### src/hw/rtl/pta_pkg.sv
// shared types, constants and the cordic angle table for the turret aiming unit
package pta_pkg;

  localparam int DW      = 62;  // cordic x/y datapath width
  localparam int ZW      = 26;  // cordic angle accumulator width, 2^-16 degree
  localparam int INT_FRAC = 16;
  localparam int TAB_IW  = 5;   // index width of the atan table
  localparam int GAIN_Q16 = 107922;
  localparam int GAIN_W  = 18;  // signed width holding the gain constant
  localparam int SCALE_EXP = 56;

  typedef struct packed {
    logic              capture;    // latch a target item
    logic              pose;       // store own position
    logic              diff;       // form scaled offsets
    logic              load;       // load cordic with pre-rotation
    logic              sel_pitch;  // cordic source: pitch pass
    logic              iter;       // one cordic micro-rotation
    logic [TAB_IW-1:0] idx;        // micro-rotation index
    logic              wrap;       // form pitch command and raw yaw error
    logic              norm;       // one wrap step of the yaw error
    logic              split;      // split yaw error, issue result
  } cmd_t;

  typedef struct packed {
    logic norm_done;
  } status_t;

  // atan(2^-i) in degrees times 2^16, rounded
  function automatic logic [21:0] atan_tab(input logic [TAB_IW-1:0] i);
    logic [21:0] v;
    case (i)
      5'd0:  v = 22'd2949120;
      5'd1:  v = 22'd1740967;
      5'd2:  v = 22'd919879;
      5'd3:  v = 22'd466945;
      5'd4:  v = 22'd234379;
      5'd5:  v = 22'd117304;
      5'd6:  v = 22'd58666;
      5'd7:  v = 22'd29335;
      5'd8:  v = 22'd14668;
      5'd9:  v = 22'd7334;
      5'd10: v = 22'd3667;
      5'd11: v = 22'd1833;
      5'd12: v = 22'd917;
      5'd13: v = 22'd458;
      5'd14: v = 22'd229;
      5'd15: v = 22'd115;
      5'd16: v = 22'd57;
      5'd17: v = 22'd29;
      5'd18: v = 22'd14;
      5'd19: v = 22'd7;
      5'd20: v = 22'd4;
      5'd21: v = 22'd2;
      5'd22: v = 22'd1;
      default: v = 22'd0;
    endcase
    return v;
  endfunction

endpackage

### src/hw/rtl/pan_tilt_turret_aiming_top.sv
// a target transfer runs diff, yaw load, yaw micro-rotations, pitch load, pitch micro-rotations,
// wrap, norm with its wrap steps, and split; input stays blocked until the split step completes
// the shared cordic unit runs the yaw pass then the pitch pass, one micro-rotation a cycle
// a pose item leaves the unit ready and gives no result; split waits while the output is stalled
// reset: own position and mount height clear, both yaw commands return to 90 degrees
module pan_tilt_turret_aiming_top #(
  parameter int CORDIC_ITERATIONS = 16,
  parameter int COORD_WIDTH       = 24,
  parameter int ANGLE_FRAC_BITS   = 8
) (
  input  logic               clk,
  input  logic               rst,
  // configuration write channel: mount height
  input  logic               cfg_valid,
  output logic               cfg_ready,
  input  logic signed [15:0] cfg_data,
  // input items
  input  logic               in_valid,
  output logic               in_ready,
  input  logic               operation,
  input  logic signed [23:0] pos_x,
  input  logic signed [23:0] pos_y,
  input  logic signed [23:0] pos_z,
  // result items
  output logic               out_valid,
  input  logic               out_ready,
  output logic [15:0]        bottom_angle,
  output logic [15:0]        middle_angle,
  output logic [15:0]        top_angle
);

  pta_pkg::cmd_t    cmd;
  pta_pkg::status_t status;

  // the register write never stalls, so the channel is always open
  assign cfg_ready = 1'b1;

  // sequencer: owns the input and output handshakes and the cordic step count
  pta_ctrl #(
    .CORDIC_ITERATIONS (CORDIC_ITERATIONS)
  ) u_ctrl (
    .clk       (clk),
    .rst       (rst),
    .in_valid  (in_valid),
    .in_ready  (in_ready),
    .operation (operation),
    .out_valid (out_valid),
    .out_ready (out_ready),
    .status    (status),
    .cmd       (cmd)
  );

  // arithmetic and state; result fields are held in registers until the transfer
  pta_datapath #(
    .COORD_WIDTH     (COORD_WIDTH),
    .ANGLE_FRAC_BITS (ANGLE_FRAC_BITS)
  ) u_datapath (
    .clk          (clk),
    .rst          (rst),
    .cmd          (cmd),
    .status       (status),
    .pos_x        (pos_x),
    .pos_y        (pos_y),
    .pos_z        (pos_z),
    .cfg_we       (cfg_valid && cfg_ready),
    .cfg_data     (cfg_data),
    .bottom_angle (bottom_angle),
    .middle_angle (middle_angle),
    .top_angle    (top_angle)
  );

endmodule

### src/hw/rtl/pta_ctrl.sv
// sequencer for the turret aiming unit: handshakes and datapath commands
module pta_ctrl #(
  parameter int CORDIC_ITERATIONS = 16
) (
  input  logic              clk,
  input  logic              rst,
  input  logic              in_valid,
  output logic              in_ready,
  input  logic              operation,
  output logic              out_valid,
  input  logic              out_ready,
  input  pta_pkg::status_t  status,
  output pta_pkg::cmd_t     cmd
);

  localparam int IW = $clog2(CORDIC_ITERATIONS);

  typedef enum logic [8:0] {
    S_IDLE       = 9'b000000001,
    S_DIFF       = 9'b000000010,
    S_YAW_LOAD   = 9'b000000100,
    S_YAW_ITER   = 9'b000001000,
    S_PITCH_LOAD = 9'b000010000,
    S_PITCH_ITER = 9'b000100000,
    S_WRAP       = 9'b001000000,
    S_NORM       = 9'b010000000,
    S_SPLIT      = 9'b100000000
  } state_t;

  state_t        state, state_next;
  logic [IW-1:0] cnt, cnt_next;
  logic          out_valid_next;
  logic          last_iter;
  logic          out_free;

  assign last_iter = (cnt == IW'(CORDIC_ITERATIONS - 1));
  assign out_free  = !out_valid || out_ready;
  assign in_ready  = (state == S_IDLE);

  always_comb begin
    state_next     = state;
    cnt_next       = cnt;
    out_valid_next = out_valid && !out_ready;
    cmd            = '0;
    cmd.idx        = pta_pkg::TAB_IW'(cnt);
    unique case (state)
      S_IDLE: begin
        if (in_valid) begin
          if (operation) begin
            cmd.capture = 1'b1;
            state_next  = S_DIFF;
          end else begin
            cmd.pose = 1'b1;
          end
        end
      end
      S_DIFF: begin
        cmd.diff   = 1'b1;
        state_next = S_YAW_LOAD;
      end
      S_YAW_LOAD: begin
        cmd.load   = 1'b1;
        cnt_next   = '0;
        state_next = S_YAW_ITER;
      end
      S_YAW_ITER: begin
        cmd.iter = 1'b1;
        if (last_iter) begin
          state_next = S_PITCH_LOAD;
        end else begin
          cnt_next = cnt + 1'b1;
        end
      end
      S_PITCH_LOAD: begin
        cmd.load      = 1'b1;
        cmd.sel_pitch = 1'b1;
        cnt_next      = '0;
        state_next    = S_PITCH_ITER;
      end
      S_PITCH_ITER: begin
        cmd.iter = 1'b1;
        if (last_iter) begin
          state_next = S_WRAP;
        end else begin
          cnt_next = cnt + 1'b1;
        end
      end
      S_WRAP: begin
        cmd.wrap   = 1'b1;
        state_next = S_NORM;
      end
      S_NORM: begin
        if (status.norm_done) begin
          state_next = S_SPLIT;
        end else begin
          cmd.norm = 1'b1;
        end
      end
      S_SPLIT: begin
        if (out_free) begin
          cmd.split      = 1'b1;
          out_valid_next = 1'b1;
          state_next     = S_IDLE;
        end
      end
      default: begin
        state_next = S_IDLE;
      end
    endcase
  end

  always_ff @(posedge clk) begin
    if (rst) begin
      state     <= S_IDLE;
      cnt       <= '0;
      out_valid <= 1'b0;
    end else begin
      state     <= state_next;
      cnt       <= cnt_next;
      out_valid <= out_valid_next;
    end
  end

`ifndef SYNTHESIS
  // a target transfer starts a computation that blocks further input
  a_busy_after_target: assert property (@(posedge clk) disable iff (rst)
    in_valid && in_ready && operation |=> !in_ready)
    else $error("input taken right after a target transfer");

  // a pose transfer leaves the unit ready and produces no result
  a_pose_no_result: assert property (@(posedge clk) disable iff (rst)
    in_valid && in_ready && !operation && !out_valid |=> in_ready && !out_valid)
    else $error("pose update produced a result");

  // a result appears only from the split step
  a_result_from_split: assert property (@(posedge clk) disable iff (rst)
    $rose(out_valid) |-> $past(state == S_SPLIT))
    else $error("result raised outside split step");

  // the cordic counter never passes its last micro-rotation
  a_cnt_range: assert property (@(posedge clk) disable iff (rst)
    cmd.iter |-> cnt <= IW'(CORDIC_ITERATIONS - 1))
    else $error("cordic counter out of range");
`endif

endmodule

### src/hw/rtl/pta_datapath.sv
// datapath of the turret aiming unit: offsets, shared cordic, yaw split, state
module pta_datapath #(
  parameter int COORD_WIDTH     = 24,
  parameter int ANGLE_FRAC_BITS = 8
) (
  input  logic               clk,
  input  logic               rst,
  input  pta_pkg::cmd_t      cmd,
  output pta_pkg::status_t   status,
  input  logic signed [23:0] pos_x,
  input  logic signed [23:0] pos_y,
  input  logic signed [23:0] pos_z,
  input  logic               cfg_we,
  input  logic signed [15:0] cfg_data,
  output logic [15:0]        bottom_angle,
  output logic [15:0]        middle_angle,
  output logic [15:0]        top_angle
);

  localparam int DW    = pta_pkg::DW;
  localparam int ZW    = pta_pkg::ZW;
  localparam int CW    = COORD_WIDTH;
  localparam int SH    = pta_pkg::SCALE_EXP - CW;
  localparam int PSH   = pta_pkg::SCALE_EXP - CW - pta_pkg::INT_FRAC;
  localparam int PW    = CW + 2 + pta_pkg::GAIN_W;
  localparam int RSH   = pta_pkg::INT_FRAC - ANGLE_FRAC_BITS;
  localparam int AW    = ANGLE_FRAC_BITS + 14;
  localparam logic signed [AW-1:0] DEG90  = AW'(90 * (1 << ANGLE_FRAC_BITS));
  localparam logic signed [AW-1:0] DEG180 = AW'(180 * (1 << ANGLE_FRAC_BITS));
  localparam logic signed [AW-1:0] DEG360 = AW'(360 * (1 << ANGLE_FRAC_BITS));
  localparam logic signed [ZW-1:0] Z90    = ZW'(90 * (1 << pta_pkg::INT_FRAC));
  localparam logic signed [ZW-1:0] ZHALF  = ZW'(1 << (RSH - 1));
  localparam logic signed [pta_pkg::GAIN_W-1:0] GAIN = pta_pkg::GAIN_W'(pta_pkg::GAIN_Q16);

  logic signed [CW-1:0] own_x, own_y, own_z;
  logic signed [CW-1:0] tgt_x, tgt_y, tgt_z;
  logic signed [CW-1:0] in_x, in_y, in_z;
  logic signed [15:0]   mount_height;
  logic signed [DW-1:0] dxs, dys;
  logic signed [CW+1:0] dz;
  logic signed [PW-1:0] dzp;
  logic signed [DW-1:0] dzs;
  logic signed [DW-1:0] cx, cy;
  logic signed [ZW-1:0] cz;
  logic                 czero;
  logic signed [DW-1:0] lx, ly;
  logic signed [DW-1:0] xs, ys;
  logic signed [ZW-1:0] tab;
  logic signed [AW-1:0] conv;
  logic signed [AW-1:0] yaw_aim;
  logic signed [AW-1:0] delta;
  logic [15:0]          top_pend;
  logic [15:0]          bottom_command, middle_command;
  logic signed [AW-1:0] bc, mc, dc, bsum, bot, mid;

  function automatic logic [15:0] clamp180(input logic signed [AW-1:0] v);
    logic signed [AW-1:0] c;
    if (v < 0) begin
      c = '0;
    end else if (v > DEG180) begin
      c = DEG180;
    end else begin
      c = v;
    end
    return c[15:0];
  endfunction

  // low coordinate bits taken as two's complement
  assign in_x = CW'($unsigned(pos_x));
  assign in_y = CW'($unsigned(pos_y));
  assign in_z = CW'($unsigned(pos_z));

  assign dzs = DW'(dzp) <<< PSH;
  assign lx  = cmd.sel_pitch ? cx  : dxs;
  assign ly  = cmd.sel_pitch ? dzs : dys;
  assign xs  = cx >>> cmd.idx;
  assign ys  = cy >>> cmd.idx;
  assign tab = ZW'(pta_pkg::atan_tab(cmd.idx));

  // cordic angle rounded to the output step
  always_comb begin
    logic signed [ZW-1:0] zf;
    zf   = czero ? '0 : cz;
    conv = AW'((zf + ZHALF) >>> RSH);
  end

  assign bc = AW'(bottom_command);
  assign mc = AW'(middle_command);
  assign dc = delta - DEG180;
  assign bsum = bc + dc;

  // yaw error split between bottom and middle servo
  always_comb begin
    bot = bsum;
    mid = mc;
    if (dc > 0) begin
      if (bsum > DEG180) begin
        bot = DEG180;
        mid = mc + (dc - (DEG180 - bc));
      end
    end else begin
      if (bsum < 0) begin
        bot = '0;
        mid = mc + bsum;
      end
    end
  end

  assign status.norm_done = (delta >= 0) && (delta < DEG360);

  always_ff @(posedge clk) begin
    if (rst) begin
      own_x          <= '0;
      own_y          <= '0;
      own_z          <= '0;
      mount_height   <= '0;
      bottom_command <= DEG90[15:0];
      middle_command <= DEG90[15:0];
    end else begin
      if (cfg_we) begin
        mount_height <= cfg_data;
      end
      if (cmd.pose) begin
        own_x <= in_x;
        own_y <= in_y;
        own_z <= in_z;
      end
      if (cmd.split) begin
        bottom_command <= clamp180(bot);
        middle_command <= clamp180(mid);
      end
    end
  end

  always_ff @(posedge clk) begin
    if (cmd.capture) begin
      tgt_x <= in_x;
      tgt_y <= in_y;
      tgt_z <= in_z;
    end
    if (cmd.diff) begin
      dxs <= DW'((CW + 1)'(tgt_x) - (CW + 1)'(own_x)) <<< SH;
      dys <= DW'((CW + 1)'(tgt_y) - (CW + 1)'(own_y)) <<< SH;
      dz  <= (CW + 2)'(tgt_z) - (CW + 2)'(own_z) - (CW + 2)'(mount_height);
    end
    if (cmd.load && !cmd.sel_pitch) begin
      dzp <= PW'(dz) * PW'(GAIN);
    end
    if (cmd.load) begin
      czero <= (lx == 0) && (ly == 0);
      if (lx < 0) begin
        if (ly >= 0) begin
          cx <= ly;
          cy <= -lx;
          cz <= Z90;
        end else begin
          cx <= -ly;
          cy <= lx;
          cz <= -Z90;
        end
      end else begin
        cx <= lx;
        cy <= ly;
        cz <= '0;
      end
    end else if (cmd.iter) begin
      if (cy > 0) begin
        cx <= cx + ys;
        cy <= cy - xs;
        cz <= cz + tab;
      end else begin
        cx <= cx - ys;
        cy <= cy + xs;
        cz <= cz - tab;
      end
    end
    if (cmd.load && cmd.sel_pitch) begin
      yaw_aim <= conv;
    end
    if (cmd.wrap) begin
      top_pend <= clamp180(conv + DEG90);
      delta    <= DEG180 - bc - mc - yaw_aim + DEG180;
    end else if (cmd.norm) begin
      if (delta < 0) begin
        delta <= delta + DEG360;
      end else begin
        delta <= delta - DEG360;
      end
    end
    if (cmd.split) begin
      top_angle <= top_pend;
    end
  end

  assign bottom_angle = bottom_command;
  assign middle_angle = middle_command;

endmodule

### config.mk
export PLATFORM = sky130hd
export DESIGN_NAME = pan_tilt_turret_aiming_top
export DESIGN_NICKNAME = d
export VERILOG_FILES = /design/src/hw/rtl/pta_pkg.sv /design/src/hw/rtl/pan_tilt_turret_aiming_top.sv /design/src/hw/rtl/pta_ctrl.sv /design/src/hw/rtl/pta_datapath.sv
export SDC_FILE = /design/constraint.sdc
export NUM_CORES = 2
export LEC_CHECK = 0
export ABC_AREA = 1
export BUFFER_PORTS_ARGS = -buffer_cell sky130_fd_sc_hd__buf_2
export CAP_MARGIN = 20
export CORE_ASPECT_RATIO = 0.8
export CORE_MARGIN = 5
export CORE_UTILIZATION = 51
export CTS_CLUSTER_DIAMETER = 80
export CTS_CLUSTER_SIZE = 14
export DETAILED_ROUTE_END_ITERATION = 10
export GPL_ROUTABILITY_DRIVEN = 1
export GPL_TIMING_DRIVEN = 0
export PLACE_DENSITY = 0.67
export SLEW_MARGIN = 20
export SYNTH_ARGS = -nofsm -noshare
export SYNTH_HDL_FRONTEND = slang
export SYNTH_SLANG_ARGS = --single-unit
### constraint.sdc
create_clock -name clk -period 7.6 [get_ports clk]
set_clock_uncertainty 0.1 [all_clocks]
set_input_delay 0.38 -clock clk [delete_from_list [all_inputs] [get_ports clk]]
set_output_delay 0.38 -clock clk [all_outputs]
set_load 0.005 [all_outputs]
==> metrics.cfg <==
[floorplan]
placementRows = 113
coreArea_mm2 = 0.1183
pin_count = 145
die_height_um = 318.3
die_x_um = 395.4
die_area_mm2 = 0.1258
floorplan.initialDensity = 0.5120

[power_and_ir_drop]
p_comb_frac = 0.713
p_sw_mw = 13.86
p_leak_nw = 30.72
vdd_drop_max_mv = 0.6282
power_frac_seq = 0.185
power.total_mw = 26.85
swShare = 0.5162
power_density_mw_per_mm2 = 405.9
intPower_mw = 12.99
p_clk_frac = 0.102

[clocking]
clk_latency_ns = 0.70
numClockSinks = 570
cts.clk_slew.worst_paths_ns = 0.08
root_buffer = clkbuf_16
cts_tree = built
cts_max_level = 2
cts_buffer_depth = 3
cts_buffers = 52

[global_route]
grt_use_met1 = 0.5701
grt_util_met3 = 0.1361
grt_max_degree = 93
met2_usage = 0.5300
antenna_found_initial = 9
track_usage = 0.3888
grt-busiest-layer = met1
grt_pass1_wl_mm = 366.5
overflow = 0
grt_pass1_vias = 56761

[synth]
synthDistinctLibCells = 78
synth_ff_type = edfxtp_1
synth_area_leaders = edfxtp_1, ha_1, nand2_1, inv_1, fa_1
synth_top_area_cell = edfxtp_1
syn-cell-area_mm2 = 0.06059
ys_warn_count = 0
async_flop_share = 0
syn_avg_cell_area_um2 = 7.210
synthesis.nets = 9184
yosysTopAreaCellShare = 0.2052
ys_seq_elements = 570
synth_common_cells = nand2_1, inv_1, nor2_1
synthCells = 8403
synth-edff-count = 414
synth_seq_area_share = 0.2567
yosysMostFrequentCell = nand2_1

[drt]
vias_per_cell = 5.975
drc_errors = 0
via_count = 61531
post_drt_wl_per_cell_um = 24.78
drt_first_pass_iters = 7
drtIter0Drc = 8604
wirelength_mm = 255.2
drtAntennaViolNets = 0

[critical_path]
worstPathMaxFanout = 10
cp_data_required_time_ns = 7.86
slowest_stage = xor2_1
cp_cell_sequence = inv_1 > nand4_1 > nor4_1 > nand4_1 > nand2_1 > clkbuf_4 > clkbuf_4 > buf_1 > nor2_1 > xor2_1 > ha_1 > a21oi_1 > inv_1 > nor2_1 > a21boi_0 > o21ai_0 > a21oi_1 > o21ai_0 > nand4_1 > nand3_1 > o21ai_0 > o211ai_1
arrival_ns = 7.97
cp-end-kind = flip-flop
path_class = flip-flop to flip-flop
max_stage_delay_ns = 0.77
crit_path_start_kind = flip-flop

[placed_design]
numPortBuffers = 143
gp_congestion = 1.063
dp_hpwl_mm = 212.9
dpl_cell_area_mm2 = 0.06346

[final_layout]
multi_input_area_mm2 = 0.03879
fin_area_mm2 = 0.06614
regArea_mm2 = 0.01555
drive_above_1_share = 0.05809
area_growth_pct = 9.159
n_fill_cell = 11397
fin_nets = 9482

[sta]
slew_violations = 0
finalWorstSetupSlack_ns = -0.1130
tightest_slew_ns = 1.311
relSlewSlack = 0.1259
fmax_mhz = 129.7
finalCritPeriodShare = 1.015
setup_viol = 2
period_needed_ns = 7.713
hold_violations = 0
grt_setup_unrepaired = false

[flow_run]
cap_violations = 0

[min_path]
hp-class = primary input to flip-flop

[status]
violations = setup timing
outcome = complete, but fails checks

## stage by stage
| step | hold slack [ns] | cells | TNS (ns) | worst slack [ns] | util |
|---|---|---|---|---|---|
| after CTS | 0.03137 | 10296 | 0 | 0.1243 | 0.5582 |
| after detailed placement | 0.3045 | 10107 | -36.82 | -1.439 | 0.5362 |
| after global placement | 0.3022 | 10098 | -115.07 | -1.536 | 0.5344 |
| after floorplan | 0.3003 | 8403 | 0 | 2.167 | - |
| final | 0.06605 | 10298 | -0.1819 | -0.1130 | 0.5589 |
| after global routing | 0.07660 | 10297 | 0 | 0.0001714 | 0.5588 |
## registers in the layout, indices dropped and copies added (netlist names), 4 cells and up
name	count
u_ctrl.cnt	4
u_ctrl.state	9
u_datapath.bottom_angle	16
u_datapath.cx	62
u_datapath.cy	62
u_datapath.cz	26
u_datapath.delta	22
u_datapath.dxs	25
u_datapath.dys	25
u_datapath.dz	26
u_datapath.dzp	43
u_datapath.middle_angle	16
u_datapath.mount_height	16
u_datapath.own_x	24
u_datapath.own_y	24
u_datapath.own_z	24
u_datapath.tab	22
u_datapath.tgt_x	24
u_datapath.tgt_y	24
u_datapath.tgt_z	24
u_datapath.top_angle	16
u_datapath.top_pend	16
u_datapath.yaw_aim	18
## worst max-delay path: cells and delay by family (launching register included)
kind | cells | cell delay (ns)
compound gates | 7 | 2.06
xor+xnor | 1 | 0.77
fa+ha+maj | 1 | 0.44
buf+inv | 5 | 1.48
flops | 1 | 0.57
simple gates | 8 | 1.91
## cells by family (layout without fill, tap and decap cells)
logic type | after synthesis | count (layout) | synth area share
mux | 101 | 101 | 0.01669
buf+inv | 1611 | 1953 | 0.1044
other cells | 1 | 2 | 0.00006189
fa+ha+maj | 687 | 687 | 0.1650
simple gates | 3107 | 3107 | 0.2179
compound gates | 1884 | 1884 | 0.1749
xor+xnor | 442 | 442 | 0.06427
flops | 570 | 570 | 0.2567
## power by group through the flow
stage	Clock [mW]	Sequential (mW)	Combinational, mW
after floorplan	0	4.89	13.6
after global placement	0	5.05	18.1
after detailed placement	0	5.02	18.5
after CTS	2.74	4.95	18.7
after global routing	2.87	4.99	21.3
final	2.74	4.98	19.1
## layout make-up
type,count,share of cell area
inverters,1370,0.07796
repair buffers,244,0.02753
flip-flops and latches,570,0.2352
diodes,1,0.00003784
multi-input cells,6222,0.5865
clock buffers,83,0.02223
plain buffers,241,0.01820
clock inverters,15,0.002970
well taps,1552,0.02936
## metal layers
metal  vias up  routed length [um]  part of all wire
li1      28536                   -                 -
met1     28842              110100              0.43
met2      3697               97410              0.38
met3       450               37520              0.15
met4         6               10100             0.040
met5         -                  59           0.00023
## placed cells by master (no fill, tap or decap), drive strengths merged, types with 75 or more instances in the layout
cell type	instances
xor2	280
ha	500
o21ai	752
edfxtp	414
xnor2	162
inv	1366
clkbuf	218
dlygate4sd3	91
mux2i	101
fa	187
nor2	803
buf	259
nand2	1653
dfxtp	156
nand4	94
nor3	106
a31oi	77
nand3	297
a21oi	686
a211oi	75
## repair_timing
| item | 4_1_cts | 5_1_grt |
|---|---|---|
| hold buffers | 91 | 0 |
| gates resized for setup | 15 | 26 |
| buffers inserted | 0 | 0 |
| setup endpoints to repair | 74 | 20 |
| endpoints found under the hold margin | 161 | 0 |
## final timing paths
kind / from / to / slack (ns) / cells past startpoint
setup / recovery: u_datapath.cy[16] / u_datapath.cy[48] / -0.11 / 22
hold / removal: operation / u_ctrl.state[0] / 0.07 / 4
setup reg to reg: u_datapath.cy[16] / u_datapath.cy[48] / -0.11 / 22
hold reg to reg: u_datapath.top_pend[7] / u_datapath.top_angle[7] / 0.32 / 0
Note: power is estimated with default switching activity, not from simulation.
